[src/hw/rtl/ptli_pkg.sv]
// Package: constants, types and codes shared by the periodic table interpolator.
package ptli_pkg;

   localparam int MAX_MODELS  = 4;
   localparam int MAX_ROWS    = 128;
   localparam int COEF_BITS   = 24;
   localparam int MODEL_BITS  = $clog2(MAX_MODELS);
   localparam int ROW_BITS    = $clog2(MAX_ROWS);
   localparam int ADDR_BITS   = MODEL_BITS + ROW_BITS;
   localparam int TABLE_DEPTH = MAX_MODELS * MAX_ROWS;
   localparam int ROW_WIDTH   = 3 * COEF_BITS;

   localparam int MCOUNT_BITS = 3;
   localparam int RCOUNT_BITS = 8;
   localparam int ANGLE_BITS  = 32;
   localparam int ANG_BITS    = 17;
   localparam int LAST_BITS   = ANG_BITS + RCOUNT_BITS;
   localparam int STATUS_BITS = 2;
   localparam int CSR_IDX_BITS  = 3;
   localparam int CSR_DATA_BITS = 17;

   localparam logic [ANG_BITS-1:0] FULL_TURN = ANG_BITS'(92160);

   // angle mod 92160: low 11 bits pass, the upper part is reduced mod 45
   localparam int TURN_LO_BITS = 11;
   localparam int TURN_HI_BITS = ANGLE_BITS - TURN_LO_BITS;
   localparam int TURN_HI      = 45;
   localparam int MAGIC_BITS   = 27;
   localparam int MAGIC_SHIFT  = 32;
   localparam int QHI_BITS     = 16;
   localparam int REM45_BITS   = 6;
   localparam logic [MAGIC_BITS-1:0] MOD_MAGIC = MAGIC_BITS'(95443718);
   localparam logic [ANG_BITS-1:0]   BIAS_MOD  = ANG_BITS'(63488);
   localparam logic [ANG_BITS-1:0]   BIAS_FIX  = ANG_BITS'(28672);

   localparam int IDX_DIV_BITS = ANG_BITS + ROW_BITS;
   localparam int QUO_BITS     = COEF_BITS;
   localparam int PROD_BITS    = COEF_BITS + ANG_BITS + 1;

   localparam int QDEPTH    = 4;
   localparam int QPTR_BITS = $clog2(QDEPTH);
   localparam int QCNT_BITS = QPTR_BITS + 1;

   localparam logic FN_WRITE  = 1'b0;
   localparam logic FN_LOOKUP = 1'b1;

   localparam logic [STATUS_BITS-1:0] ST_OK    = 2'd0;
   localparam logic [STATUS_BITS-1:0] ST_MODEL = 2'd1;
   localparam logic [STATUS_BITS-1:0] ST_ROW   = 2'd2;

   localparam logic [CSR_IDX_BITS-1:0] CSR_MODELS = 3'd0;
   localparam logic [CSR_IDX_BITS-1:0] CSR_ROWS   = 3'd1;
   localparam logic [CSR_IDX_BITS-1:0] CSR_STEP   = 3'd2;
   localparam logic [CSR_IDX_BITS-1:0] CSR_START  = 3'd3;

   typedef enum logic [1:0] {
      CLS_BELOW,
      CLS_SEG,
      CLS_WRAP
   } cls_type;

   typedef struct packed {
      logic [MCOUNT_BITS-1:0] models;
      logic [RCOUNT_BITS-1:0] rows;
      logic [ANG_BITS-1:0]    step;
      logic [ANG_BITS-1:0]    start;
      logic [LAST_BITS-1:0]   last;
   } cfg_type;

   typedef struct packed {
      logic                              func;
      logic [MODEL_BITS-1:0]             model;
      logic [ROW_BITS-1:0]               row;
      logic [2:0][COEF_BITS-1:0]         coef;
      logic [STATUS_BITS-1:0]            status;
      logic [ROW_BITS-1:0]               row_a;
      logic [ROW_BITS-1:0]               row_b;
      logic [ANG_BITS-1:0]               num;
      logic [ANG_BITS-1:0]               den;
   } qitem_type;

endpackage

[src/hw/rtl/ptli_front.sv]
// Front end: accepts items, reduces the angle, classifies it and finds the row index.
module ptli_front (
   input  logic                                 clock,
   input  logic                                 reset,
   input  ptli_pkg::cfg_type                    cfg,
   input  logic                                 req_push,
   output logic                                 req_full,
   input  logic                                 req_func,
   input  logic [ptli_pkg::MODEL_BITS-1:0]      req_model_index,
   input  logic [ptli_pkg::ROW_BITS-1:0]        req_row_index,
   input  logic signed [ptli_pkg::COEF_BITS-1:0] req_lift_in,
   input  logic signed [ptli_pkg::COEF_BITS-1:0] req_drag_in,
   input  logic signed [ptli_pkg::COEF_BITS-1:0] req_moment_in,
   input  logic signed [ptli_pkg::ANGLE_BITS-1:0] req_angle,
   input  logic                                 q_full,
   output logic                                 q_push,
   output ptli_pkg::qitem_type                  q_item
);
   import ptli_pkg::*;

   typedef struct packed {
      logic                      valid;
      logic                      func;
      logic [MODEL_BITS-1:0]     model;
      logic [ROW_BITS-1:0]       row;
      logic [2:0][COEF_BITS-1:0] coef;
      logic [STATUS_BITS-1:0]    status;
   } side_type;

   logic front_en;

   side_type                   s1_ff, s1_in;
   logic [ANGLE_BITS-1:0]      angle1_ff;
   side_type                   s2_ff, s2_in;
   logic [TURN_HI_BITS-1:0]    qhi2_ff;
   logic [TURN_LO_BITS-1:0]    low2_ff;
   logic [QHI_BITS-1:0]        t2_ff, t2_in;
   side_type                   s3_ff;
   logic [ANG_BITS-1:0]        ang3_ff, ang3_in;

   side_type                   dv_ff [IDX_DIV_BITS-IDX_DIV_BITS+ROW_BITS+1];
   logic [ANG_BITS-1:0]        dr_ff [ROW_BITS+1];
   logic [ANG_BITS-1:0]        dr_in [ROW_BITS+1];
   logic [ROW_BITS-1:0]        dq_ff [ROW_BITS+1];
   logic [ROW_BITS-1:0]        dq_in [ROW_BITS+1];
   cls_type                    dc_ff [ROW_BITS+1];
   cls_type                    cls_in;
   logic [ANG_BITS-1:0]        dwn_ff [ROW_BITS+1];
   logic [ANG_BITS-1:0]        dwd_ff [ROW_BITS+1];
   logic [ANG_BITS-1:0]        wnum_in, wden_in;

   side_type                   last_side;

   assign last_side = dv_ff[ROW_BITS];
   assign front_en  = !(last_side.valid && q_full);
   assign req_full  = !front_en;
   assign q_push    = last_side.valid && !q_full;

   // stage 1 capture and stage 2 status plus reciprocal multiply
   always_comb begin
      logic [TURN_HI_BITS+MAGIC_BITS-1:0] prod;
      logic [ANGLE_BITS-1:0]              u;
      s1_in.valid  = req_push && front_en;
      s1_in.func   = req_func;
      s1_in.model  = req_model_index;
      s1_in.row    = req_row_index;
      s1_in.coef   = {req_moment_in, req_drag_in, req_lift_in};
      s1_in.status = ST_OK;

      s2_in = s1_ff;
      if ({1'b0, s1_ff.model} >= cfg.models) begin
         s2_in.status = ST_MODEL;
      end else if (s1_ff.func == FN_WRITE) begin
         if ({1'b0, s1_ff.row} >= cfg.rows) begin
            s2_in.status = ST_ROW;
         end
      end else if (cfg.rows == '0 || cfg.rows > RCOUNT_BITS'(MAX_ROWS)) begin
         s2_in.status = ST_ROW;
      end
      u     = angle1_ff ^ {1'b1, {(ANGLE_BITS-1){1'b0}}};
      prod  = u[ANGLE_BITS-1:TURN_LO_BITS] * MOD_MAGIC;
      t2_in = prod[MAGIC_SHIFT +: QHI_BITS];
   end

   // stage 3: remainder mod 45, then undo the sign bias
   always_comb begin
      logic [TURN_HI_BITS-1:0] r45;
      logic [ANG_BITS-1:0]     r;
      r45 = qhi2_ff - TURN_HI_BITS'(t2_ff * TURN_HI_BITS'(TURN_HI));
      r   = {r45[REM45_BITS-1:0], low2_ff};
      if (r >= BIAS_MOD) begin
         ang3_in = r - BIAS_MOD;
      end else begin
         ang3_in = r + BIAS_FIX;
      end
   end

   // classification against start and last row angle
   always_comb begin
      if (ang3_ff < cfg.start) begin
         cls_in = CLS_BELOW;
      end else if (LAST_BITS'(ang3_ff) <= cfg.last) begin
         cls_in = CLS_SEG;
      end else begin
         cls_in = CLS_WRAP;
      end
      wnum_in = ang3_ff - cfg.last[ANG_BITS-1:0];
      wden_in = FULL_TURN - cfg.last[ANG_BITS-1:0];
   end

   // restoring division of the offset by step, one quotient bit per stage
   always_comb begin
      logic [IDX_DIV_BITS-1:0] sh;
      dr_in[0] = ang3_ff - cfg.start;
      dq_in[0] = '0;
      for (int k = 0; k < ROW_BITS; k++) begin
         sh = IDX_DIV_BITS'(cfg.step) << (ROW_BITS - 1 - k);
         if (IDX_DIV_BITS'(dr_ff[k]) >= sh) begin
            dr_in[k+1] = dr_ff[k] - sh[ANG_BITS-1:0];
            dq_in[k+1] = dq_ff[k] | (ROW_BITS'(1) << (ROW_BITS - 1 - k));
         end else begin
            dr_in[k+1] = dr_ff[k];
            dq_in[k+1] = dq_ff[k];
         end
      end
   end

   always_ff @(posedge clock) begin
      if (reset) begin
         s1_ff.valid <= 1'b0;
         s2_ff.valid <= 1'b0;
         s3_ff.valid <= 1'b0;
         for (int k = 0; k <= ROW_BITS; k++) begin
            dv_ff[k].valid <= 1'b0;
         end
      end else if (front_en) begin
         s1_ff     <= s1_in;
         angle1_ff <= req_angle;
         s2_ff     <= s2_in;
         qhi2_ff   <= angle1_ff[ANGLE_BITS-1:TURN_LO_BITS] ^ {1'b1, {(TURN_HI_BITS-1){1'b0}}};
         low2_ff   <= angle1_ff[TURN_LO_BITS-1:0];
         t2_ff     <= t2_in;
         s3_ff     <= s2_ff;
         ang3_ff   <= ang3_in;
         dv_ff[0]  <= s3_ff;
         dr_ff[0]  <= dr_in[0];
         dq_ff[0]  <= dq_in[0];
         dc_ff[0]  <= cls_in;
         dwn_ff[0] <= wnum_in;
         dwd_ff[0] <= wden_in;
         for (int k = 0; k < ROW_BITS; k++) begin
            dv_ff[k+1]  <= dv_ff[k];
            dr_ff[k+1]  <= dr_in[k+1];
            dq_ff[k+1]  <= dq_in[k+1];
            dc_ff[k+1]  <= dc_ff[k];
            dwn_ff[k+1] <= dwn_ff[k];
            dwd_ff[k+1] <= dwd_ff[k];
         end
      end
   end

   // queue item: the two rows to blend and the fraction between them
   always_comb begin
      logic [ROW_BITS-1:0]    idx;
      logic [ROW_BITS-1:0]    last_row;
      logic [RCOUNT_BITS-1:0] nxt;
      idx      = dq_ff[ROW_BITS];
      nxt      = RCOUNT_BITS'(idx) + RCOUNT_BITS'(1);
      last_row = ROW_BITS'(cfg.rows - RCOUNT_BITS'(1));
      q_item.func   = last_side.func;
      q_item.model  = last_side.model;
      q_item.row    = last_side.row;
      q_item.coef   = last_side.coef;
      q_item.status = last_side.status;
      q_item.row_a  = '0;
      q_item.row_b  = '0;
      q_item.num    = '0;
      q_item.den    = ANG_BITS'(1);
      if (last_side.func == FN_LOOKUP) begin
         unique case (dc_ff[ROW_BITS])
            CLS_SEG: begin
               q_item.row_a = idx;
               q_item.row_b = (nxt < cfg.rows) ? nxt[ROW_BITS-1:0] : idx;
               q_item.num   = dr_ff[ROW_BITS];
               q_item.den   = cfg.step;
            end
            CLS_WRAP: begin
               q_item.row_a = last_row;
               q_item.num   = dwn_ff[ROW_BITS];
               q_item.den   = dwd_ff[ROW_BITS];
            end
            default: begin
               q_item.row_a = '0;
            end
         endcase
      end
   end
endmodule

[config.mk]
export PLATFORM = sky130hd
export DESIGN_NAME = ptli_front
export DESIGN_NICKNAME = d
export VERILOG_FILES = /design/src/hw/rtl/ptli_pkg.sv /design/src/hw/rtl/ptli_front.sv
export SDC_FILE = /design/constraint.sdc
export NUM_CORES = 2
export LEC_CHECK = 0
export ABC_AREA = 0
export BUFFER_PORTS_ARGS = -buffer_cell sky130_fd_sc_hd__buf_4
export CORE_MARGIN = 2
export CORE_UTILIZATION = 33
export CTS_CLUSTER_DIAMETER = 80
export DETAILED_ROUTE_END_ITERATION = 16
export PLACE_DENSITY_LB_ADDON = 0.12
export RECOVER_POWER = 25
export SKIP_CTS_REPAIR_TIMING = 1
export SLEW_MARGIN = 20
export SYNTH_ARGS = -nofsm -noshare
export SYNTH_HDL_FRONTEND = slang
export SYNTH_SLANG_ARGS = --single-unit
[constraint.sdc]
create_clock -name clock -period 78.6 [get_ports clock]
set_clock_uncertainty 0.2 [all_clocks]
set_input_delay 19.65 -clock clock [delete_from_list [all_inputs] [get_ports clock]]
set_output_delay 19.65 -clock clock [all_outputs]
set_load 0.05 [all_outputs]
# Yosys cells after proc, flatten, opt, wreduce, memory -nomap -nowiden

Memory sizes are Yosys's and may differ from the RTL's.
Cells that the tools add are included.

Bits in registers: 335
Memories: 6
Output and inout bits: 134
RAM bits: 1160
Input bits: 188

Multiply operators: 2
$add $sub $neg: 15
Mux-type cells: 38
Magnitude comparators: 14
Reductions and logical operators: 8
Equal/unequal tests: 2
Bitwise operators: 11

Memory list:

| memory | words | bits a word | read ports | clocked after memory_dff | wr ports | RTL line         | source |
|---|---|---|---|---|---|---|---|
| dv_ff  | 8     | 85          | 8          | 0                        | 8        | ptli_front.sv:41 | `side_type dv_ff [IDX_DIV_BITS-IDX_DIV_BITS+ROW_BITS+1];` |
| dr_ff  | 8     | 17          | 8          | 0                        | 8        | ptli_front.sv:42 | `logic [ANG_BITS-1:0] dr_ff [ROW_BITS+1];` |
| dwd_ff | 8     | 17          | 8          | 0                        | 8        | ptli_front.sv:49 | `logic [ANG_BITS-1:0] dwd_ff [ROW_BITS+1];` |
| dwn_ff | 8     | 17          | 8          | 0                        | 8        | ptli_front.sv:48 | `logic [ANG_BITS-1:0] dwn_ff [ROW_BITS+1];` |
| dq_ff  | 8     | 7           | 8          | 0                        | 8        | ptli_front.sv:44 | `logic [ROW_BITS-1:0] dq_ff [ROW_BITS+1];` |
| dc_ff  | 8     | 2           | 8          | 0                        | 8        | ptli_front.sv:46 | `cls_type dc_ff [ROW_BITS+1];` |

Operators by type and width:

| operator                                              | count |
|---|---|
| subtractor 17 bit                                     | 9 |
| 2-to-1 mux 17 bit                                     | 8 |
| case mux 34 bit (2 select lines)                      | 1 |
| 2-to-1 mux 48 bit                                     | 1 |
| multiplier 21 x 26 -> 47 bit, second input constant   | 1 |
| <= comparator 17 x 25 -> 1 bit                        | 1 |
| >= comparator 17 x 23 -> 1 bit                        | 1 |
| >= comparator 17 x 22 -> 1 bit                        | 1 |
| >= comparator 17 x 21 -> 1 bit                        | 1 |
| 2-to-1 mux 7 bit                                      | 3 |
| >= comparator 17 x 20 -> 1 bit                        | 1 |
| >= comparator 17 x 19 -> 1 bit                        | 1 |
| >= comparator 17 x 18 -> 1 bit                        | 1 |
| adder 17 x 15 -> 17 bit, second input constant        | 1 |
| >= comparator 17 x 16 -> 1 bit, second input constant | 1 |
| >= comparator 17 bit                                  | 1 |
| < comparator 17 bit                                   | 1 |
| subtractor 17 x 16 -> 17 bit, second input constant   | 1 |
| subtractor 17 bit, first input constant               | 1 |
| multiplier 16 x 6 -> 6 bit, second input constant     | 1 |
| 2-to-1 mux 1 bit                                      | 14 |
| case mux 7 bit (2 select lines)                       | 1 |
| 2-to-1 mux 2 bit                                      | 6 |
| adder 7 x 1 -> 8 bit, second input constant           | 1 |
| 19 further kinds                                      | 31 |

# Depth between registers and ports, before layout

An unclocked memory read counts as a cell.

Word-level depth: 6
Mapped depth: 23
Gate-level depth less buffers: 23

# Least setup slack after synthesis

Ideal clock, no wire load.

Path kind: input to register
Start: in q_full
End: mem dv_ff[0][169] (netlist bit) (data pin)
Setup time: 428 ps
Path buffers: 0
Cell stages on the path: 4
Arrival time: 83638 ps
Path slack: -5665 ps
Data required time: 77972 ps
Cell sequence: nand2_1 > inv_1 > nor2_1 > and2_1

RTL lines:

| item               | RTL line         | source |
|---|---|---|
| start: declaration | ptli_front.sv:15 | `input logic q_full,` |
| end: declaration   | ptli_front.sv:41 |  |

==> flow_summary.json <==
{
  "synth-seq-area-share_pct": 72.97,
  "critPathRequiredTime_ns": 58.75,
  "ys_warn_count": 0,
  "clk_pin_slew_ns": 0.06,
  "drtPass1Iterations": 5,
  "slew_headroom_pct": 25.81,
  "fp.coreArea_um2": 180500,
  "endpoint_kind": "output pin",
  "nFillCells": 16570,
  "setup_tns_ns": 0,
  "switchingPower_mw": 0.7824,
  "dieArea_um2": 185000,
  "ys.flop_type": "edfxtp_1",
  "swShare_pct": 31.60,
  "cap_violations": 0,
  "fin_crit_ns": 41.74,
  "io_pins": 322,
  "rsz0062_at_grt": "no",
  "setup_ws_ns": 36.86,
  "fp.dieW_um": 430.1,
  "r2r_cells": 9,
  "p_leak_nw": 26.54,
  "synth_seq_cells": 1457,
  "htreeDepth": 4,
  "area_growth_syn_to_layout_pct": 16.73,
  "worst_pin_slew_ns": 1.113,
  "min_path_cells": 0,
  "synthMuxAreaShare_pct": 1.311,
  "grt_pass1_vias": 28880,
  "drt_wl_total_mm": 114.1,
  "grt_max_degree": 206,
  "root_buffer": "clkbuf_16",
  "synthCells": 3509,
  "fp.dieH_um": 430.1,
  "drive_above_1_share_pct": 15.82,
  "internal-power_mw": 1.694,
  "status": "complete, no violations",
  "grt_pass1_wl_mm": 173.5,
  "p_clk_share_pct": 29.2,
  "drc": 0,
  "yosys.area_share.simple_pct": 3.744,
  "nNetsFinal": 4565,
  "synth_xor_area_share_pct": 2.134,
  "worstSetupPathType": "in -> out",
  "comb_power_share_pct": 31.4,
  "period_share_pct": 53.11,
  "track_usage_pct": 12.35,
  "cts_tree": "built",
  "overflow": 0,
  "avgSynthCellArea_um2": 17.07,
  "max_freq_mhz": 23.96,
  "cp_data_arrival_time_ns": 21.89,
  "antenna_found_initial": 3,
  "avgRoutedWirePerCell_um": 17.81,
  "final_max_slew_viol_count": 0,
  "hold_viol": 0,
  "viasPerCell": 4.450,
  "clk_latency_ns": 0.80,
  "dr.first_iter.drc_count": 1873,
  "drtAntennaViolNets": 0,
  "initial_core_util_pct": 33.18,
  "vias": 28500,
  "syn-cell-area_um2": 59910,
  "min_path_type": "reg -> reg",
  "async_reset_ff_share_pct": 0,
  "clock_sinks": 1457,
  "pwr-share-seq_pct": 39.4,
  "pre_cts_slack_ns": 36.81,
  "vdd_ir_drop_max_uv": 38.06,
  "io_buffers": 321,
  "num_rows": 156,
  "cts.path.max_buffers": 3,
  "cp-start-kind": "input pin",
  "synth_enable_flop_cells": 1454,
  "synth_top_family_by_area": "adder cells",
  "worstPathMaxFanout": 10,
  "synth_compound_area_share_pct": 4.981,
  "dp_hpwl_mm": 78.84,
  "place_congestion": 0.8155,
  "cts_buffers": 160,
  "synthesis.nets": 4165,
  "power.density_nw_per_um2": 35.40,
  "setup-violations-final": 0,
  "ys_types": 74,
  "synthAdderAreaFrac_pct": 11.43
}
==> power by group through the flow <==
stage          registers [mW]  clock network, mW  logic, mW
2_1_floorplan            1.02                  0      0.581
3_3_place_gp            0.991                  0      0.785
3_5_place_dp            0.992                  0      0.789
4_1_cts                 0.976              0.753      0.797
5_1_grt                 0.981              0.783      0.900
6_report                0.975              0.723      0.779
==> flip-flops by register name, indices dropped and copies added (netlist names) <==
name and count:
dq_ff 28, s3_ff 85, dv_ff 680, t2_ff 6, dwd_ff 136, qhi2_ff 6, ang3_ff 17, dc_ff 16
s2_ff 85, low2_ff 11, dr_ff 136, angle1_ff 32, dwn_ff 136, s1_ff 83
==> path summary, 6_finish.rpt <==
kind / startpoint / to / slack (ns)
setup reg to reg: dv_ff[0][679]$_SDFFCE_PP0P_ / dv_ff[0][246]$_DFFE_PP_ / 71.97
setup / recovery: cfg[60] / q_item[36] / 36.86
hold / removal: dc_ff[0][3]$_DFFE_PP_ / dc_ff[0][5]$_DFFE_PP_ / 0.19
hold reg to reg: dc_ff[0][3]$_DFFE_PP_ / dc_ff[0][5]$_DFFE_PP_ / 0.19
==> synthesized netlist by cell type, types with 28 or more instances <==
master	number	area, um2
nor3_1	41	205.2
fa_1	132	2643
nand3_1	36	180.2
nor2b_1	33	206.5
nand2_1	99	371.6
ha_1	336	4204
buf_4	87	653.1
nor2_1	135	506.7
a22oi_1	40	300.3
o21ai_0	96	480.5
a21oi_1	106	530.5
a21o_1	42	315.3
edfxtp_1	1454	43660
inv_1	346	1299
mux2_2	52	585.6
o21a_1	34	255.2
nand2b_1	28	175.2
xor2_1	47	411.6
xnor2_1	99	867.1
==> cells in the final DEF, fill, tap and decap left out, drive strengths merged, types with 13 or more instances in the layout <==
| cell type | count |
|---|---|
| mux2i | 20 |
| edfxtp | 1454 |
| a22oi | 40 |
| nor2b | 33 |
| a21oi | 107 |
| a21o | 42 |
| and2 | 14 |
| o31ai | 18 |
| clkinv | 66 |
| mux2 | 52 |
| nand2 | 99 |
| o21ai | 97 |
| o211ai | 20 |
| nor3 | 41 |
| clkbuf | 194 |
| o21a | 34 |
| nand2b | 28 |
| buf | 348 |
| nand3 | 36 |
| fa | 132 |
| nor2 | 135 |
| inv | 350 |
| nand4 | 20 |
| xnor2 | 99 |
| ha | 336 |
| nor4 | 13 |
| xor2 | 47 |
==> critical path, stage by stage <==
cell and delay, ns:
buf_4 0.11, inv_1 0.13, ha_1 0.24, a21boi_0 0.12
o21a_1 0.18, o21a_1 0.16, o211ai_1 0.15, a21oi_1 0.21
buf_4 0.24, or3_1 0.30, a21oi_1 0.16, buf_4 0.23
==> logic make-up (layout without fill, tap and decap cells) <==
kind of cell | Yosys count | after routing
flops | 1457 | 1457
fa+ha+maj | 468 | 468
simple gates | 460 | 460
buf+inv | 456 | 980
compound gates | 450 | 450
xor+xnor | 146 | 146
mux | 72 | 72
other cells | 0 | 1
==> cell type report <==
class | count | area (um2) | area share [%]
sequential | 1457 | 43720 | 62.52
multi-input combinational | 1596 | 14160 | 20.24
clock buffer | 194 | 4173 | 5.967
tap | 2370 | 2965 | 4.240
timing repair buffer | 348 | 2645 | 3.782
inverter | 346 | 1299 | 1.857
clock inverter | 92 | 972.2 | 1.390
antenna | 1 | 2.502 | 0.003578
==> metal layers <==
layer | vias to the layer above | track usage, % | wire (um)
li1 | 13810 | - | -
met1 | 14010 | 16.60 | 51680
met2 | 492 | 19.61 | 54150
met3 | 193 | 2.584 | 4479
met4 | 0 | 4.831 | 3739
met5 | - | 0 | 0
==> through the flow <==
stage | hold WS [ns] | instances | utilization [%] | area, um2 | power [mW]
final | 0.1899 | 6404 | 38.74 | 69940 | 2.476
after global routing | 0.2015 | 6404 | 38.74 | 69940 | 2.664
after CTS | 0.1939 | 6403 | 38.73 | 69930 | 2.526
after detailed placement | 0.2045 | 6117 | 35.88 | 64790 | 1.781
after global placement | 0.2003 | 6116 | 35.88 | 64770 | 1.776
after floorplan | 0.2003 | 3509 | - | 59920 | 1.603
Note: power is estimated with default switching activity, not from simulation.
