**config.mk**
```make
export PLATFORM = sky130hd
export DESIGN_NAME = ptli_queue
export DESIGN_NICKNAME = d
export VERILOG_FILES = /design/src/hw/rtl/ptli_pkg.sv /design/src/hw/rtl/ptli_queue.sv
export SDC_FILE = /design/constraint.sdc
export NUM_CORES = 1
export LEC_CHECK = 0
export BUFFER_PORTS_ARGS = -buffer_cell sky130_fd_sc_hd__buf_2
export CORE_UTILIZATION = 61
export DETAILED_ROUTE_END_ITERATION = 7
export GPL_TIMING_DRIVEN = 0
export PLACE_DENSITY = 0.84
export SYNTH_ARGS = -nofsm -noshare
export SYNTH_HDL_FRONTEND = slang
export SYNTH_SLANG_ARGS = --single-unit
```
**constraint.sdc**
```tcl
create_clock -name clock -period 10.5 [get_ports clock]
set_clock_uncertainty 0.2 [all_clocks]
set_input_delay 2.1 -clock clock [delete_from_list [all_inputs] [get_ports clock]]
set_output_delay 2.1 -clock clock [all_outputs]
set_load 0.005 [all_outputs]
```
**src/hw/rtl/ptli_pkg.sv**
```systemverilog
// Package: constants, types and codes shared by the periodic table interpolator.
package ptli_pkg;

   localparam int MAX_MODELS  = 4;
   localparam int MAX_ROWS    = 128;
   localparam int COEF_BITS   = 24;
   localparam int MODEL_BITS  = $clog2(MAX_MODELS);
   localparam int ROW_BITS    = $clog2(MAX_ROWS);
   localparam int ADDR_BITS   = MODEL_BITS + ROW_BITS;
   localparam int TABLE_DEPTH = MAX_MODELS * MAX_ROWS;
   localparam int ROW_WIDTH   = 3 * COEF_BITS;

   localparam int MCOUNT_BITS = 3;
   localparam int RCOUNT_BITS = 8;
   localparam int ANGLE_BITS  = 32;
   localparam int ANG_BITS    = 17;
   localparam int LAST_BITS   = ANG_BITS + RCOUNT_BITS;
   localparam int STATUS_BITS = 2;
   localparam int CSR_IDX_BITS  = 3;
   localparam int CSR_DATA_BITS = 17;

   localparam logic [ANG_BITS-1:0] FULL_TURN = ANG_BITS'(92160);

   // angle mod 92160: low 11 bits pass, the upper part is reduced mod 45
   localparam int TURN_LO_BITS = 11;
   localparam int TURN_HI_BITS = ANGLE_BITS - TURN_LO_BITS;
   localparam int TURN_HI      = 45;
   localparam int MAGIC_BITS   = 27;
   localparam int MAGIC_SHIFT  = 32;
   localparam int QHI_BITS     = 16;
   localparam int REM45_BITS   = 6;
   localparam logic [MAGIC_BITS-1:0] MOD_MAGIC = MAGIC_BITS'(95443718);
   localparam logic [ANG_BITS-1:0]   BIAS_MOD  = ANG_BITS'(63488);
   localparam logic [ANG_BITS-1:0]   BIAS_FIX  = ANG_BITS'(28672);

   localparam int IDX_DIV_BITS = ANG_BITS + ROW_BITS;
   localparam int QUO_BITS     = COEF_BITS;
   localparam int PROD_BITS    = COEF_BITS + ANG_BITS + 1;

   localparam int QDEPTH    = 4;
   localparam int QPTR_BITS = $clog2(QDEPTH);
   localparam int QCNT_BITS = QPTR_BITS + 1;

   localparam logic FN_WRITE  = 1'b0;
   localparam logic FN_LOOKUP = 1'b1;

   localparam logic [STATUS_BITS-1:0] ST_OK    = 2'd0;
   localparam logic [STATUS_BITS-1:0] ST_MODEL = 2'd1;
   localparam logic [STATUS_BITS-1:0] ST_ROW   = 2'd2;

   localparam logic [CSR_IDX_BITS-1:0] CSR_MODELS = 3'd0;
   localparam logic [CSR_IDX_BITS-1:0] CSR_ROWS   = 3'd1;
   localparam logic [CSR_IDX_BITS-1:0] CSR_STEP   = 3'd2;
   localparam logic [CSR_IDX_BITS-1:0] CSR_START  = 3'd3;

   typedef enum logic [1:0] {
      CLS_BELOW,
      CLS_SEG,
      CLS_WRAP
   } cls_type;

   typedef struct packed {
      logic [MCOUNT_BITS-1:0] models;
      logic [RCOUNT_BITS-1:0] rows;
      logic [ANG_BITS-1:0]    step;
      logic [ANG_BITS-1:0]    start;
      logic [LAST_BITS-1:0]   last;
   } cfg_type;

   typedef struct packed {
      logic                              func;
      logic [MODEL_BITS-1:0]             model;
      logic [ROW_BITS-1:0]               row;
      logic [2:0][COEF_BITS-1:0]         coef;
      logic [STATUS_BITS-1:0]            status;
      logic [ROW_BITS-1:0]               row_a;
      logic [ROW_BITS-1:0]               row_b;
      logic [ANG_BITS-1:0]               num;
      logic [ANG_BITS-1:0]               den;
   } qitem_type;

endpackage

```
**src/hw/rtl/ptli_queue.sv**
```systemverilog
// Short item queue between the front end and the back end.
module ptli_queue (
   input  logic                clock,
   input  logic                reset,
   input  logic                push,
   input  ptli_pkg::qitem_type push_item,
   output logic                full,
   input  logic                pop,
   output logic                empty,
   output ptli_pkg::qitem_type head
);
   import ptli_pkg::*;

   qitem_type              slot_ff [QDEPTH];
   logic [QPTR_BITS-1:0]   wr_ff, wr_in;
   logic [QPTR_BITS-1:0]   rd_ff, rd_in;
   logic [QCNT_BITS-1:0]   count_ff, count_in;

   assign full  = count_ff == QCNT_BITS'(QDEPTH);
   assign empty = count_ff == '0;
   assign head  = slot_ff[rd_ff];

   always_comb begin
      wr_in    = push ? wr_ff + QPTR_BITS'(1) : wr_ff;
      rd_in    = pop ? rd_ff + QPTR_BITS'(1) : rd_ff;
      count_in = count_ff + QCNT_BITS'(push) - QCNT_BITS'(pop);
   end

   always_ff @(posedge clock) begin
      if (reset) begin
         wr_ff    <= '0;
         rd_ff    <= '0;
         count_ff <= '0;
      end else begin
         wr_ff    <= wr_in;
         rd_ff    <= rd_in;
         count_ff <= count_in;
      end
   end

   always_ff @(posedge clock) begin
      if (push) begin
         slot_ff[wr_ff] <= push_item;
      end
   end

   a_no_overflow: assert property (@(posedge clock) disable iff (reset)
      push |-> (count_ff != QCNT_BITS'(QDEPTH)))
      else $error("queue push while full");
   a_no_underflow: assert property (@(posedge clock) disable iff (reset)
      pop |-> (count_ff != '0))
      else $error("queue pop while empty");
   a_ptr_count: assert property (@(posedge clock) disable iff (reset)
      (count_ff != QCNT_BITS'(QDEPTH)) |-> ((wr_ff - rd_ff) == count_ff[QPTR_BITS-1:0]))
      else $error("queue pointers disagree with count");
endmodule

```
# Word level (Yosys, flattened, before mapping)
# Memory sizes are Yosys's and may differ from the RTL's. A register that Yosys moved wholly into a read port is not among the register bits.
# Cells that the tools add are included.
# classes
mux	4
addsub	4
n_eq_ne	1
reduce_logical	1
# ops
op	count
2-bit by 1-bit adder with 2-bit output (second input constant)	2
2-bit two-way mux	2
3-bit by 1-bit adder with 3-bit output	1
3-bit equality test (second input constant)	1
3-bit logical NOT	1
3-bit by 1-bit subtractor with 3-bit output	1
1-bit two-way mux	2
# word_totals
out_inout_bits	134
elab_cells	14
ramBits	528
n_memories	1
regBits	7
input_bits	136
# memory_table
memory	words	width	read_ports	rd_clocked_by_memory_dff	wr	line	text
slot_ff	4	132	1	1	1	ptli_queue.sv:14	qitem_type slot_ff [QDEPTH];

# Longest topological paths before layout
# Gate-level depths: netlist (run 1).
# depth
word_depth	3
mapped_depth	7
ltp_nobuf	7

# Least setup slack after synthesis (run 1)
# No wires, ideal clock.
# synth_path
path_kind	in2reg
from	input push
to	memory slot_ff[0][0] (netlist bit), enable pin
n_path_buf	0
path_slack_ps	4672
arrival_ps	5122
setup_ps	506
stages	1
cell_sequence	and2_1
# synth_between
elab_chain_len	2
# synth_rtl
item	line	text
from (decl)	ptli_queue.sv:5	input logic push,
1-bit two-way mux	ptli_queue.sv:42	if (push) begin
1-bit two-way mux (implied by the code)	ptli_queue.sv:43	slot_ff[wr_ff] <= push_item;
to (decl)	ptli_queue.sv:14	
# No other way between the ends.

==> metrics.md, run 1 <==
| Metric | Value |
|---|---|
| Seq/Total Area, Yosys | 82.3% |
| Vias in the first global route | 9416 |
| Via count | 8873 |
| CP Cell Sequence | buf_2 > buf_2 > buf_2 > mux4_2 > buf_2 |
| Syn_nets | 875 |
| CTS clock-pin slew for the worst setup and hold paths | 0.06 ns |
| Clock sinks | 537 |
| Static Leak | 7.88 nW |
| CTS tree | yes |
| Critical path peak fanout | 10 |
| Die width | 181 um |
| Non-filler instance count after layout | 1502 |
| Total Wirelength | 35900 um |
| DRC Markers | 0 |
| Share of layout cells above drive strength 1 | 46.1% |
| Worst hold-check path type | reg2reg |
| CP most frequent cell | buf_2 |
| I/O pin total | 270 |
| Layout net count | 1204 |
| Core area | 31500 um2 |
| Final GP Congestion | 0.714 |
| Crit path buffers/inverters | 4 |
| CP Capture Type | output pin |
| Worst-Margin Slew | 0.650 ns |
| Die Area | 32600 um2 |
| Final cycle utilization of the critical path | 44.3% |
| CP Launch Type | flip-flop |
| Setup WS pre-CTS | 6.35 ns |
| Max incr delay on CP | 0.39 ns |
| Routed vias/inst | 5.91 |
| # setup viols final | 0 |
| Fmax | 215 MHz |
| Largest net degree at the start of global routing | 58 |
| Post-CTS sizing | 0 |
| WS Path Type | reg2out |
| Overflow left after global routing | 0 |
| Worst hold start | rd_ff[0] |
| Crit-path slowest cell | buf_2 |
| Layout area overhead | 19.1% |
| Warnings from Yosys | 0 |
| Initial drt markers | 646 |
| Max-cap viol count | 0 |
| Critical path's top delay family | buffers and inverters |
| Worst vdd ir | 158 uV |
| Cells after synthesis | 732 |
| Unrepaired setup endpoints after global routing | no |
| Setup_tns | 0 ns |
| Antenna viol nets, final | 0 |
| Placed Instances | 1411 |
| First-pass DRT Iterations | 5 |
| Most common cell after layout, fill and taps aside | edfxtp_1 |
| Clock Path Buffers | 3 |
| Hold Buf Count CTS | 0 |
| H-tree levels | 2 |
| Final hold violation count | 0 |
| IO Port Bufs | 269 |
| Slew Limit Fails | 0 |
| Die Span Y | 181 um |
| Run status | finished, final reports clean |
| Netlist Area Pre-Place | 19500 um2 |
| Global Route Usage Sum | 22.3% |
| Most frequent cells in the layout | edfxtp_1, buf_2, mux4_2 |
| Worst skew pair latency | 0.54 ns |
| Initial antenna violation count | 5 |
| Syn avg cell area | 26.6 um2 |
| Routed len/inst | 23.9 um |
| Setup slack after layout | 5.85 ns |
| #FFs+latches synth | 537 |
| First-pass GRT wire length | 54300 um |
| RR Startpoint | wr_ff[0] |
| Starting Density | 61.9% |
| Worst path required time | 8.20 ns |
| DP HPWL | 22000 um |
| Post-route minimum period | 4.65 ns |
| Post-CTS Setup Bufs | 0 |
| Num CTS Buffers | 50 |
| Post-synth cell types | 20 |
| Slew margin rel. | 56.7% |
| Row count | 65 |
| Power Dens Cells | 202 nW/um2 |
| Arrival time at the worst endpoint | 2.35 ns |
| CTS Root Cell | clkbuf_16 |
[cell families after synthesis]
kind of cell	after synthesis	synth area share (%)
DFF	537	82.3
muxes	133	15.3
buffers and inverters	36	1.18
and+or+nand+nor	14	0.385
adders and majority gates	7	0.488
xor gates and xnor gates	3	0.212
AOI/OAI and AO/OA	2	0.0771
[metrics by stage]
stage                     total power [mW]  hold slack [ns]  area, um2  util (%)
after floorplan                       2.77            0.292      19500         -
after global placement                2.96            0.318      21300      67.7
after detailed placement              2.97            0.350      21600      68.5
after CTS                             4.74            0.356      23200      73.7
after global routing                  4.84            0.390      23200      73.7
final                                 4.69            0.357      23200      73.7
[Yosys cell counts]
cell / number / area, um2
inv_1: 6 / 22.5
mux2i_1: 1 / 10.0
xnor2_1: 2 / 17.5
xor3_1: 1 / 23.8
clkbuf_1: 5 / 18.8
a21oi_1: 1 / 5.00
nand3b_1: 1 / 7.51
edfxtp_1: 528 / 15900
and3_1: 1 / 6.26
a21bo_2: 1 / 10.0
ha_1: 6 / 75.1
nor3_1: 1 / 5.00
nor2b_1: 2 / 12.5
dfxtp_1: 9 / 180
mux4_2: 132 / 2970
fa_1: 1 / 20.0
buf_6: 10 / 113
nor2_1: 5 / 18.8
and2_1: 4 / 25.0
buf_2: 15 / 75.1
[metal layers]
layer | vias up | share of wire (%) | GRT usage, %
met1 | 4646 | 39 | 29.4
met2 | 333 | 51 | 37.3
met3 | 62 | 7.3 | 5.50
met4 | 2 | 2.3 | 6.60
li1 | 3830 | - | -
met5 | - | 0.022 | 0
[worst reg2reg max path, delay by kind of cell, from the launching register on]
kind / cells / cell delay [ns]
simple gates: 1 / 0.51
buf+inv: 2 / 0.46
fa+ha+maj: 1 / 0.14
flops: 1 / 0.34
[state kept, by name, indices dropped and copies added (netlist names), named ones only]
signal,count
count_ff,3
rd_ff,2
slot_ff,528
wr_ff,2
[cell type report]
| cell class | instances | area (um2) |
|---|---|---|
| Multi-Input combinational cell | 159 | 3220 |
| Antenna cell | 3 | 7.51 |
| Inverter | 6 | 22.5 |
| Sequential cell | 537 | 16000 |
| Buffer | 30 | 206 |
| Timing Repair Buffer | 277 | 1570 |
| Fill cell | 1677 | 8280 |
| Clock buffer | 66 | 1390 |
| Clock inverter | 22 | 253 |
| Tap cell | 402 | 503 |
[final timing paths]
kind | endpoint | slack, ns | cells past startpoint
worst max register to register | slot_ff[2][131] | 8.45 | 4
worst min-delay path | rd_ff[1] | 0.36 | 2
worst max-delay path | head[107] | 5.85 | 5
worst min register to register | rd_ff[1] | 0.36 | 2
[power breakdown]
part / switching (mW) / internal, mW
registers: 0.0251 / 2.46
logic: 0.215 / 0.212
clock network: 0.707 / 1.07
(Power assumes the default switching activity.)
==> run 2: changes to the inputs <==
Settings changed: CORE_UTILIZATION 61 to 51, PLACE_DENSITY 0.84 to 0.75.
Clock period 10.5 ns to 3.7 ns, I/O delays scaled along.
==> metrics.md, run 2 (synthesis gave the netlist of run 1 again) <==
| Metric | Value |
|---|---|
| Layout area overhead | 19.5% |
| DRC Markers | 0 |
| Die Area | 39000 um2 |
| Row count | 71 |
| Largest registers | slot_ff x528, count_ff x3 |
| Layout net count | 1207 |
| Clock sinks | 537 |
| Max-cap viol count | 0 |
| CP Launch Type | flip-flop |
| Placed inst area | 21700 um2 |
| I/O pin total | 270 |
| Final GP Congestion | 0.706 |
| Die width | 197 um |
| CTS tree | yes |
| Final core utilization | 61.9% |
| Routed len/inst | 22.3 um |
| Most frequent cells in the layout | edfxtp_1, buf_2, mux4_2 |
| IO Port Bufs | 269 |
| Arrival time at the worst endpoint | 2.34 ns |
| Post-route minimum period | 3.28 ns |
| Fmax | 305 MHz |
| Power Dens Cells | 565 nW/um2 |
| Largest reg by FF count | slot_ff |
| RR Startpoint | wr_ff[0] |
| Run status | finished, final reports clean |
| Largest net degree at the start of global routing | 59 |
| First-pass DRT Iterations | 6 |
| Routed vias/inst | 5.40 |
| CTS clock-pin slew for the worst setup and hold paths | 0.06 ns |
| Overflow left after global routing | 0 |
| Global Route Usage Sum | 18.9% |
| Worst vdd ir | 390 uV |
| Critical path peak fanout | 10 |
| Static Leak | 7.86 nW |
| Setup WS pre-CTS | 0.865 ns |
| Hold Path Depth | 1 |
| Num CTS Buffers | 52 |
| Final instance area | 23300 um2 |
| Clock Path Buffers | 3 |
| Final hold violation count | 0 |
| Total Wirelength | 36100 um |
| Final cycle utilization of the critical path | 88.7% |
| Via count | 8741 |
| Post-CTS sizing | 0 |
| Setup slack after layout | 0.417 ns |
| Hold Buf Count CTS | 0 |
| Share of layout cells above drive strength 1 | 46.2% |
| Slew margin rel. | 50.9% |
| Max reg flops | 528 |
| Initial antenna violation count | 8 |
| Post-CTS Setup Bufs | 0 |
| First-pass GRT wire length | 54100 um |
| Die Span Y | 197 um |
| Vias in the first global route | 9353 |
| Worst path required time | 2.76 ns |
| Worst R2R Path Depth | 4 |
| Worst-Margin Slew | 0.736 ns |
| Core area | 37600 um2 |
| Starting Density | 51.8% |
| Unrepaired setup endpoints after global routing | no |
| Initial drt markers | 536 |
| CP Capture Type | output pin |
| Worst hold-check path type | in2reg |
| Antenna viol nets, final | 0 |
| H-tree levels | 2 |
| DP HPWL | 22000 um |
| CTS Root Cell | clkbuf_16 |
| # setup viols final | 0 |
| Worst hold start | push_item[107] |
| Worst skew pair latency | 0.57 ns |
| Slew Limit Fails | 0 |
| WS Path Type | reg2out |
| Tot Pwr | 13.1 mW |
| Most common cell after layout, fill and taps aside | edfxtp_1 |
[run 2: cell count changes in the layout (fill, tap and decap cells not counted), sizes merged]
cell      before  now
clkinv        15   24
diode          3    2
bufinv         6    2
clkinvlp       0    1
buf          302  303
clkbuf        71   72
[run 2: area by class of cell]
| class | count | area, um2 |
|---|---|---|
| inverters | 6 | 22.5 |
| flip-flops and latches | 537 | 16000 |
| clock buffers | 67 | 1380 |
| well taps | 511 | 639 |
| repair buffers | 278 | 1580 |
| plain buffers | 30 | 206 |
| multi-input cells | 159 | 3220 |
| clock inverters | 28 | 186 |
| diodes | 2 | 5.00 |
| fillers | 2550 | 14300 |
[run 2: path summary, 6_finish.rpt]
check / end / slack, ns
worst min-delay path: slot_ff[0][107] / 0.18
worst max-delay path: head[50] / 0.42
worst min register to register: flip-flop / 0.35
worst max register to register: slot_ff[3][19] / 1.33
[run 2: critical path, stage by stage, from the launching register on]
cell	delay, ns
dfxtp_1	0.30
buf_2	0.19
buf_2	0.39
buf_2	0.37
mux4_2	0.36
buf_2	0.16
[run 2: stage by stage]
stage	hold WS [ns]	instances	setup TNS, ns
after floorplan	0.292	732	0
after detailed placement	0.334	1521	0
after CTS	0.141	1616	0
final	0.177	1618	0
after global routing	0.152	1616	0
after global placement	0.321	1512	-394.14
[run 2: metal layers]
layer / vias to the layer above / routed length, um / track usage, %
met3: 65 / 2810 / 5.94
met1: 4563 / 14600 / 23.9
met5: - / 74 / 0
met4: 12 / 842 / 6.43
met2: 263 / 17800 / 31.1
li1: 3838 / - / -
[run 2: where the power goes]
| group | total, mW | leakage [nW] | switching [mW] | internal [mW] |
|---|---|---|---|---|
| registers | 7.05 | 4.92 | 0.0628 | 6.99 |
| logic | 1.21 | 2.16 | 0.609 | 0.602 |
| clock network | 4.88 | 0.771 | 2.12 | 2.76 |
==> run 3: changes to the inputs <==
Settings changed: BUFFER_PORTS_ARGS -buffer_cell sky130_fd_sc_hd__buf_2 to not set, CORE_UTILIZATION 51 to 57, DONT_BUFFER_PORTS set to 1, PLACE_DENSITY 0.75 to 0.8.
==> metrics.md, run 3 (synthesis gave the netlist of run 1 again) <==
| Metric | Value |
|---|---|
| Static Leak | 6.82 nW |
| Total Wirelength | 37900 um |
| Vias in the first global route | 8572 |
| Critical path's top delay family | buffers and inverters |
| Share of layout cells above drive strength 1 | 29.0% |
| Run status | finished, final reports clean |
| Power Dens Cells | 599 nW/um2 |
| CP Launch Type | flip-flop |
| Largest registers | slot_ff x528, count_ff x3 |
| Critical path peak fanout | 10 |
| Unrepaired setup endpoints after global routing | no |
| Overflow left after global routing | 0 |
| Final GP Congestion | 0.733 |
| Max-cap viol count | 0 |
| Max reg flops | 528 |
| Worst vdd ir | 511 uV |
| Hold Buf Count CTS | 0 |
| H-tree levels | 2 |
| CTS Root Cell | clkbuf_16 |
| Antenna viol nets, final | 0 |
| Post-CTS Setup Bufs | 0 |
| Largest net degree at the start of global routing | 52 |
| Worst skew pair latency | 0.54 ns |
| Worst path required time | 2.76 ns |
| Initial antenna violation count | 0 |
| # setup viols final | 0 |
| Die Span Y | 187 um |
| I/O pin total | 270 |
| Crit path buffers/inverters | 3 |
| Routed vias/inst | 6.26 |
| Via count | 8035 |
| Post-route minimum period | 3.19 ns |
| CP Capture Type | output pin |
| CP most frequent cell | buf_2 |
| Most frequent cells in the layout | edfxtp_1, mux4_2, clkbuf_16 |
| CP Cell Sequence | buf_2 > buf_2 > buf_2 > mux4_2 |
| Worst-Margin Slew | 0.728 ns |
| Final core utilization | 65.3% |
| First-pass GRT wire length | 55900 um |
| Slew Limit Fails | 0 |
| # diodes | 0 |
| Slew margin rel. | 51.5% |
| Final cycle utilization of the critical path | 86.3% |
| Die Area | 34900 um2 |
| First-pass DRT Iterations | 5 |
| Post-CTS sizing | 0 |
| Most common cell after layout, fill and taps aside | edfxtp_1 |
| Global Route Usage Sum | 21.9% |
| CTS tree | yes |
| Placed Instances | 1188 |
| IO Port Bufs | 0 |
| Fmax | 313 MHz |
| Num CTS Buffers | 52 |
| Worst hold-check path type | in2reg |
| WHS | 0.0619 ns |
| Layout net count | 937 |
| Layout area overhead | 12.5% |
| Non-filler instance count after layout | 1283 |
| Largest reg by FF count | slot_ff |
| Arrival time at the worst endpoint | 2.25 ns |
| DP HPWL | 23200 um |
| Crit-path slowest cell | mux4_2 |
| Clock Path Buffers | 3 |
| Row count | 67 |
| Core area | 33500 um2 |
| Initial drt markers | 662 |
| DRC Markers | 0 |
| CTS clock-pin slew for the worst setup and hold paths | 0.06 ns |
| Starting Density | 58.1% |
| Die width | 187 um |
| WS Path Type | reg2out |
| Max incr delay on CP | 0.43 ns |
| Clock sinks | 537 |
| Routed len/inst | 29.5 um |
| Final hold violation count | 0 |
==> run 3: worst paths after layout <==
kind                            startpoint              to  slack [ns]  depth (start not counted)
worst max-delay path             flip-flop        head[51]        0.51                          4
worst min-delay path                 reset     count_ff[1]        0.06                          1
worst max register to register    wr_ff[0]  slot_ff[0][91]        1.56                          4
worst min register to register    rd_ff[1]        rd_ff[1]        0.36                          2
==> run 3: area by class of cell <==
| class | instances | area (um2) |
|---|---|---|
| Fill cell | 2041 | 11600 |
| Buffer | 30 | 206 |
| Multi-Input combinational cell | 159 | 3220 |
| Inverter | 6 | 22.5 |
| Tap cell | 448 | 561 |
| Timing Repair Buffer | 8 | 190 |
| Clock inverter | 33 | 310 |
| Sequential cell | 537 | 16000 |
| Clock buffer | 62 | 1360 |
==> run 3: per-layer routing <==
layer	global-route usage [%]	vias up	wire length [um]	part of all wire, %
li1	-	3288	-	-
met1	27.0	4270	13500	36
met2	36.2	409	19200	51
met3	9.25	68	4270	11
met4	5.61	0	854	2.3
met5	0	-	0	0
==> run 3: where the power goes <==
| group | internal, mW | switching, mW | total, mW |
|---|---|---|---|
| clock | 3.03 | 2.10 | 5.13 |
| combinational | 0.413 | 0.495 | 0.908 |
| sequential | 7.00 | 0.0838 | 7.08 |
| total | 10.4 | 2.68 | 13.1 |
==> run 3: stage by stage <==
| stage | setup WS (ns) | area, um2 | total power, mW | setup TNS (ns) |
|---|---|---|---|---|
| 2_1_floorplan | 0.694 | 19500 | 7.84 | 0 |
| 3_3_place_gp | -0.211 | 20000 | 8.05 | -104.44 |
| 3_5_place_dp | 1.08 | 20200 | 8.12 | 0 |
| 4_1_cts | 0.424 | 21900 | 13.2 | 0 |
| 5_1_grt | 0.378 | 21900 | 13.5 | 0 |
| 6_report | 0.505 | 21900 | 13.1 | 0 |
